**config.mk**
```make
export PLATFORM = sky130hd
export DESIGN_NAME = trqs_cell
export DESIGN_NICKNAME = d
export VERILOG_FILES = /design/src/rtl/core/trqs_pkg.sv /design/src/rtl/core/trqs_cell.sv
export SDC_FILE = /design/constraint.sdc
export NUM_CORES = 1
export LEC_CHECK = 0
export BUFFER_PORTS_ARGS = -buffer_cell sky130_fd_sc_hd__buf_2
export CAP_MARGIN = 20
export CORE_UTILIZATION = 40
export DETAILED_ROUTE_END_ITERATION = 6
export GPL_ROUTABILITY_DRIVEN = 0
export PLACE_DENSITY_LB_ADDON = 0.2
export SKIP_CTS_REPAIR_TIMING = 1
export SYNTH_ARGS = -nofsm -noshare
export SYNTH_HDL_FRONTEND = slang
export SYNTH_SLANG_ARGS = --single-unit
```
**constraint.sdc**
```tcl
create_clock -name clk -period 5.7 [get_ports clk]
set_input_delay 0.855 -clock clk [delete_from_list [all_inputs] [get_ports clk]]
set_output_delay 0.855 -clock clk [all_outputs]
set_load 0.005 [all_outputs]
```
**src/rtl/core/trqs_pkg.sv**
```systemverilog
// Shared types, constants and helpers for the sorted timestamp range store.
package trqs_pkg;

    localparam int TIME_W       = 40;
    localparam int ID_W         = 16;
    localparam int GRAN_W       = 3;
    localparam int STAT_W       = 2;
    localparam int CAPACITY_DEF = 64;

    // Operation codes
    localparam logic FUNC_PUT      = 1'b0;
    localparam logic FUNC_RETRIEVE = 1'b1;

    // Result status codes
    localparam logic [STAT_W-1:0] ST_STORED = 2'd0;
    localparam logic [STAT_W-1:0] ST_FULL   = 2'd1;
    localparam logic [STAT_W-1:0] ST_MATCH  = 2'd2;
    localparam logic [STAT_W-1:0] ST_NONE   = 2'd3;

    // Granularity codes
    localparam logic [GRAN_W-1:0] GRAN_YEAR   = 3'd0;
    localparam logic [GRAN_W-1:0] GRAN_MONTH  = 3'd1;
    localparam logic [GRAN_W-1:0] GRAN_DAY    = 3'd2;
    localparam logic [GRAN_W-1:0] GRAN_HOUR   = 3'd3;
    localparam logic [GRAN_W-1:0] GRAN_MINUTE = 3'd4;

    typedef struct packed {
        logic              func;
        logic [ID_W-1:0]   entry_id;
        logic [TIME_W-1:0] time_a;
        logic [TIME_W-1:0] time_b;
        logic [GRAN_W-1:0] granularity;
    } trqs_in_t;

    typedef struct packed {
        logic [ID_W-1:0]   result_id;
        logic [STAT_W-1:0] status;
        logic              last;
    } trqs_out_t;

    // One stored record, handed between neighboring cells
    typedef struct packed {
        logic [TIME_W-1:0] stamp;
        logic [ID_W-1:0]   id;
    } trqs_rec_t;

    // Broadcast control from the sequencer to every cell
    typedef struct packed {
        logic      ins;
        logic      rot;
        trqs_rec_t new_rec;
    } trqs_ctrl_t;

    // Keep mask: clear the timestamp bits finer than the granularity
    function automatic logic [TIME_W-1:0] gran_mask(input logic [GRAN_W-1:0] g);
        logic [TIME_W-1:0] ones;
        ones = '1;
        case (g)
            GRAN_YEAR:   gran_mask = ones << 26;
            GRAN_MONTH:  gran_mask = ones << 22;
            GRAN_DAY:    gran_mask = ones << 17;
            GRAN_HOUR:   gran_mask = ones << 12;
            GRAN_MINUTE: gran_mask = ones << 6;
            default:     gran_mask = ones;
        endcase
    endfunction

endpackage

```
**src/rtl/core/trqs_cell.sv**
```systemverilog
// One slot of the sorted record chain: compare, shift on insert, rotate on scan.
module trqs_cell
    import trqs_pkg::*;
(
    input  logic       clk,
    input  trqs_ctrl_t ctrl,
    input  logic       occ,
    input  logic       prev_gt,
    input  trqs_rec_t  prev_rec,
    input  trqs_rec_t  right_rec,
    output logic       gt,
    output trqs_rec_t  rec
);

    trqs_rec_t rec_reg;
    trqs_rec_t rec_next;

    assign rec = rec_reg;

    // Flag an occupied slot whose stamp sorts after the incoming record
    assign gt = occ && (rec_reg.stamp > ctrl.new_rec.stamp);

    // Rotate left on scan; on insert take the left neighbor or the new record
    always_comb
    begin
        rec_next = rec_reg;
        if (ctrl.rot)
        begin
            rec_next = right_rec;
        end
        else if (ctrl.ins)
        begin
            if (prev_gt)
            begin
                rec_next = prev_rec;
            end
            else if (gt || !occ)
            begin
                rec_next = ctrl.new_rec;
            end
        end
    end

    always_ff @(posedge clk)
    begin
        rec_reg <= rec_next;
    end

endmodule

```
==> impl_metrics.tcl, run 1 <==
set metrics [dict create \
    netlist_instances 390 \
    ys_seq_area_frac 0.436 \
    port_buffers 229 \
    num_rows 35 \
    grt.total_usage 0.199 \
    cts_tree "yes" \
    end_kind "output port" \
    tns_ns 0 \
    die_y_um 100 \
    synth_edf_count 56 \
    ios 230 \
    yosys-top-cells-area "edfxtp_1, mux2i_1, ha_1, o21ai_0, nand2_1" \
    synth_top_area_frac 0.436 \
    path_class "in -> out" \
    ctsLongestPathBuffers 2 \
    critPathMaxStageDelay_ns 0.45 \
    initial_utilization 0.416 \
    cts.sinks 56 \
    fin_cells 741 \
    clk_latency_ns 0.31 \
    crit_fanout 2 \
    wl_um 10100 \
    drc 0 \
    synth_top_cell_by_area "edfxtp_1" \
    syn_area_per_cell_sq_um 9.90 \
    dp_hpwl_um 8120 \
    skew_ns 0.00533 \
    nets 822 \
    vias 3573 \
    placedCellCount 731 \
    clock-root-buffer "clkbuf_8" \
    cp.required_ns 4.85 \
    outcome "completed" \
    largest_reg_flops 56 \
    gr-total-overflow 0 \
    finalPower_mw 1.06 \
    leakage_nw 2.74 \
    vias_per_cell 4.82 \
    grt_pass1_vias 3404 \
    timing.final.crit_share 0.645 \
    slew_violations 0 \
    setup_viol_count_final 0 \
    path_common_cell "buf_2" \
    numCtsBuffers 5 \
    antenna_found_initial 3 \
    synth_cell_types 26 \
    ys_warn_count 0 \
    max_slew_margin 0.375 \
    fmax_ghz 0.272 \
    drt_iter0_markers 122 \
    netlist_top_cells_count "nand2_1, o21ai_0, edfxtp_1, mux2i_1" \
    path_clk_slew_ns 0.10 \
    ys_ff_latch 56 \
    grt_max_degree 113 \
    power_density_nw_per_um2 204 \
    design_area_sq_um 5200 \
    ctsHtreeMaxLevel 2 \
    grt_pass1_wl_um 15400 \
    syn2layout_area_growth_pct 34.8 \
    synthFlopType "edfxtp_1" \
    die_w_um 100 \
    wl_per_cell_um 13.7 \
    timing.final.hold_violations 0 \
    final_layout_size_suffix_gt1_frac 0.400 \
    ant_nets 0 \
    slowest_stage "a211oi_1" \
    final_core_util 0.561 \
    min_path_type "in -> reg" \
    cap_violations 0 \
    cp.arrival_ns 2.82 \
    async_flop_share 0 \
    nFillCells 904 \
    rsz0062_at_grt "false" \
    place_area_sq_um 5120 \
    drt-pass1-iter-count 4 \
    die-area_sq_um 10000 \
    syn-num-nets 603 \
    synth.most_common_cell "nand2_1" \
    vdd_drop_max_mv 0.131 \
    fin_crit_ns 3.68 \
    critPathLaunchType "input port" \
    worstPathCellList "buf_2, inv_1, ha_1, a21oi_1, o21ai_1, a221o_1, a211o_1, a211oi_1, nor2_1, buf_2" \
    core_area_sq_um 9280 \
    tightest_slew_ns 0.937 \
    synth_area_sq_um 3860 \
]
## per-stage QoR
| stage | hold WS (ns) | setup slack, ns |
|---|---|---|
| 5_1_grt | 0.817 | 1.85 |
| 6_report | 0.816 | 2.02 |
| 4_1_cts | 0.806 | 2.00 |
| 3_3_place_gp | 1.14 | 1.96 |
| 3_5_place_dp | 1.14 | 1.85 |
| 2_1_floorplan | 1.04 | 0.754 |
## layer usage
layer | routed length (um) | vias to the layer above | GRT usage
met5 | 0 | - | 0
met4 | 167 | 0 | 0.0624
met3 | 822 | 14 | 0.0682
met2 | 5080 | 131 | 0.365
met1 | 4070 | 1596 | 0.214
li1 | - | 1832 | -
## power by group
part | internal [mW] | switching (mW) | total [mW] | leakage, nW
Sequential | 0.514 | 0.0221 | 0.536 | 0.581
Clock | 0.0841 | 0.133 | 0.217 | 0.0454
Combinational | 0.149 | 0.159 | 0.308 | 2.11
Total | 0.747 | 0.314 | 1.06 | 2.74
## final cells by class
type | instances | area [sq um] | share of cell area
timing repair buffer | 231 | 1160 | 0.224
antenna | 2 | 5.00 | 0.000962
sequential | 56 | 1680 | 0.323
inverter | 40 | 150 | 0.0288
multi-input combinational | 275 | 1960 | 0.377
tap | 129 | 161 | 0.0310
clock inverter | 3 | 13.8 | 0.00264
clock buffer | 5 | 68.8 | 0.0132
## kinds of logic after synthesis
| family | after synthesis | share of synthesized area |
|---|---|---|
| AO/OA/AOI/OAI | 90 | 0.127 |
| adder cells (fa/ha/maj) | 40 | 0.130 |
| buffers and inverters | 59 | 0.0593 |
| flip-flops | 56 | 0.436 |
| multiplexers | 56 | 0.145 |
| AND/OR/NAND/NOR | 89 | 0.103 |
## placed cells by master (no fill, tap or decap), types with 2 or more instances in the layout
| cell | synthesis | routed |
|---|---|---|
| buf_2 | 6 | 228 |
| nand2_1 | 67 | 67 |
| o21ai_0 | 57 | 57 |
| mux2i_1 | 56 | 56 |
| edfxtp_1 | 56 | 56 |
| inv_1 | 40 | 40 |
| ha_1 | 40 | 40 |
| a21oi_1 | 18 | 18 |
| nand4_1 | 7 | 7 |
| clkbuf_8 | 0 | 5 |
| a21o_1 | 4 | 4 |
| nor2_1 | 4 | 4 |
| nand3_1 | 4 | 4 |
| buf_4 | 0 | 3 |
| diode_2 | 0 | 2 |
| nand4_2 | 2 | 2 |
| nor4_2 | 2 | 2 |
| o211ai_1 | 2 | 2 |
| o21a_1 | 2 | 2 |
| clkinv_2 | 0 | 2 |
## worst paths after layout
kind | from | endpoint | slack, ns | cells past startpoint
min reg2reg | rec[18]$_DFFE_PP_ | rec[45]$_DFFE_PP_ | 1.44 | 5
min | right_rec[31] | rec[31]$_DFFE_PP_ | 0.82 | 3
max | ctrl[29] | gt | 2.02 | 10
max reg2reg | rec[55]$_DFFE_PP_ | rec[2]$_DFFE_PP_ | 2.55 | 8
## critical path: cells and delay by family
kind,cells,cell delay (ns)
AOI/OAI and AO/OA,5,1.28
adders and majority gates,1,0.30
buffers and inverters,3,0.29
and+or+nand+nor,1,0.09
Note: power is estimated with default switching activity, not from simulation.
==> run 2: changes to the inputs <==
clock period = 3.65 ns   (was 5.7 ns; I/O delays follow)
==> run 2 against run 1 <==
Die area is the same; sequential power grew 56%; largest power group unchanged; worst hold slack lost 0.31 ns; design area is essentially flat; register-to-register slack lost 1.8 ns; clock skew grew 0.0028 ns; worst setup slack lost 1.5 ns; via count shrank 0.64%; global-route usage shrank 0.38 points; total power grew 55%; sequential cell count is the same; critical path depth shrank 2.
==> impl_metrics.tcl, run 2 (synthesized netlist as in run 1, its figures left out) <==
set metrics [dict create \
    cap_violations 0 \
    end_kind "output port" \
    path_clk_slew_ns 0.10 \
    clk_latency_ns 0.31 \
    nets 823 \
    drt-pass1-iter-count 4 \
    mostFrequentLayoutCell "buf_2" \
    vias 3550 \
    hold_start "right_rec[4]" \
    finalPower_mw 1.64 \
    ios 230 \
    syn2layout_area_growth_pct 35.0 \
    cp.arrival_ns 2.57 \
    timing.final.hold_violations 0 \
    dp_hpwl_um 8040 \
    max_slew_margin 0.410 \
    core_area_sq_um 9280 \
    critPathLaunchType "flop" \
    largest_reg_flops 56 \
    port_buffers 229 \
    die_y_um 100 \
    initial_utilization 0.416 \
    final_layout_size_suffix_gt1_frac 0.401 \
    gr-total-overflow 0 \
    crit_fanout 2 \
    tns_ns 0 \
    drc 0 \
    hold_depth 3 \
    ctsHtreeMaxLevel 2 \
    antenna_found_initial 1 \
    multi_input_area_sq_um 1960 \
    num_rows 35 \
    grt.total_usage 0.195 \
    power_density_nw_per_um2 316 \
    reg2reg_to "rec[48]$_DFFE_PP_" \
    regArea_sq_um 1680 \
    grt_pass1_wl_um 15300 \
    grt_use_met1 0.220 \
    grt_pass1_vias 3390 \
    timing.final.crit_share 0.855 \
    reg2reg_depth 8 \
    cts_tree "yes" \
    rsz0062_at_grt "false" \
    tightest_slew_ns 0.885 \
    vias_per_cell 4.79 \
    nFillCells 919 \
    r2r-start "rec[55]$_DFFE_PP_" \
    vdd_drop_max_mv 0.175 \
    fmax_ghz 0.321 \
    path_class "reg -> out" \
    layout_common_cells "buf_2, nand2_1, o21ai_0" \
    slew_violations 0 \
    drt_iter0_markers 73 \
    use_met2 0.360 \
    min_to "rec[4]$_DFFE_PP_" \
    outcome "completed" \
    grt_util_met3 0.0557 \
    skew_ns 0.00812 \
    die-area_sq_um 10000 \
    final_core_util 0.561 \
    ant_nets 0 \
    numCtsBuffers 5 \
    r2r_setup_slack_ns 0.77 \
    grt_max_degree 113 \
    ctsLongestPathBuffers 2 \
    grt_most_used_layer "met2" \
    wl_per_cell_um 13.5 \
    fin_crit_ns 3.12 \
    die_w_um 100 \
    wl_um 10000 \
    cp.required_ns 3.10 \
    clock-root-buffer "clkbuf_8" \
    cts.sinks 56 \
    leakage_nw 2.75 \
    min_path_type "in -> reg" \
    setup_viol_count_final 0 \
]
run 2: cell type report:
type                            instances  share of cell area
Clock buffer                            5              0.0132
Sequential cell                        56               0.323
Clock inverter                          3             0.00264
Inverter                               40              0.0288
Tap cell                              129              0.0310
Multi-Input combinational cell        275               0.376
Timing Repair Buffer                  232               0.225
Antenna cell                            1            0.000480
run 2: power breakdown:
group | switching (mW) | internal, mW | total [mW]
sequential | 0.0326 | 0.802 | 0.835
clock | 0.199 | 0.131 | 0.330
combinational | 0.246 | 0.233 | 0.479
total | 0.478 | 1.17 | 1.64
run 2: routing by layer:
layer / vias to the layer above / wire length [um]
met3: 10 / 714
li1: 1837 / -
met4: 2 / 96
met5: - / 17
met1: 1579 / 4130
met2: 122 / 5060
run 2: how the worst max path moves through the flow:
stage,startpoint,to,cells past startpoint
after detailed placement,ctrl[55],rec[10]$_DFFE_PP_,10
after global placement,ctrl[55],rec[11]$_DFFE_PP_,10
after CTS,rec[31]$_DFFE_PP_,gt,8
final,rec[31]$_DFFE_PP_,gt,8
after global routing,rec[29]$_DFFE_PP_,gt,8
after floorplan,ctrl[38],rec[0]$_DFFE_PP_,8
run 2: critical path, stage by stage, from the launching register on:
cell	delay (ns)
edfxtp_1	0.42
ha_1	0.32
a21oi_2	0.14
o21ai_1	0.07
a221o_1	0.35
a211o_1	0.24
a211oi_1	0.46
nor2_1	0.09
buf_2	0.16
run 2: per-stage QoR:
stage / area [sq um] / hold WS [ns] / instances / worst slack [ns]
detailed placement: 5120 / 0.829 / 732 / 0.465
finish: 5210 / 0.509 / 741 / 0.531
global route: 5210 / 0.517 / 740 / 0.333
global placement: 5120 / 0.830 / 732 / 0.563
CTS: 5210 / 0.499 / 740 / 0.517
floorplan: 3860 / 0.735 / 390 / 0.0712
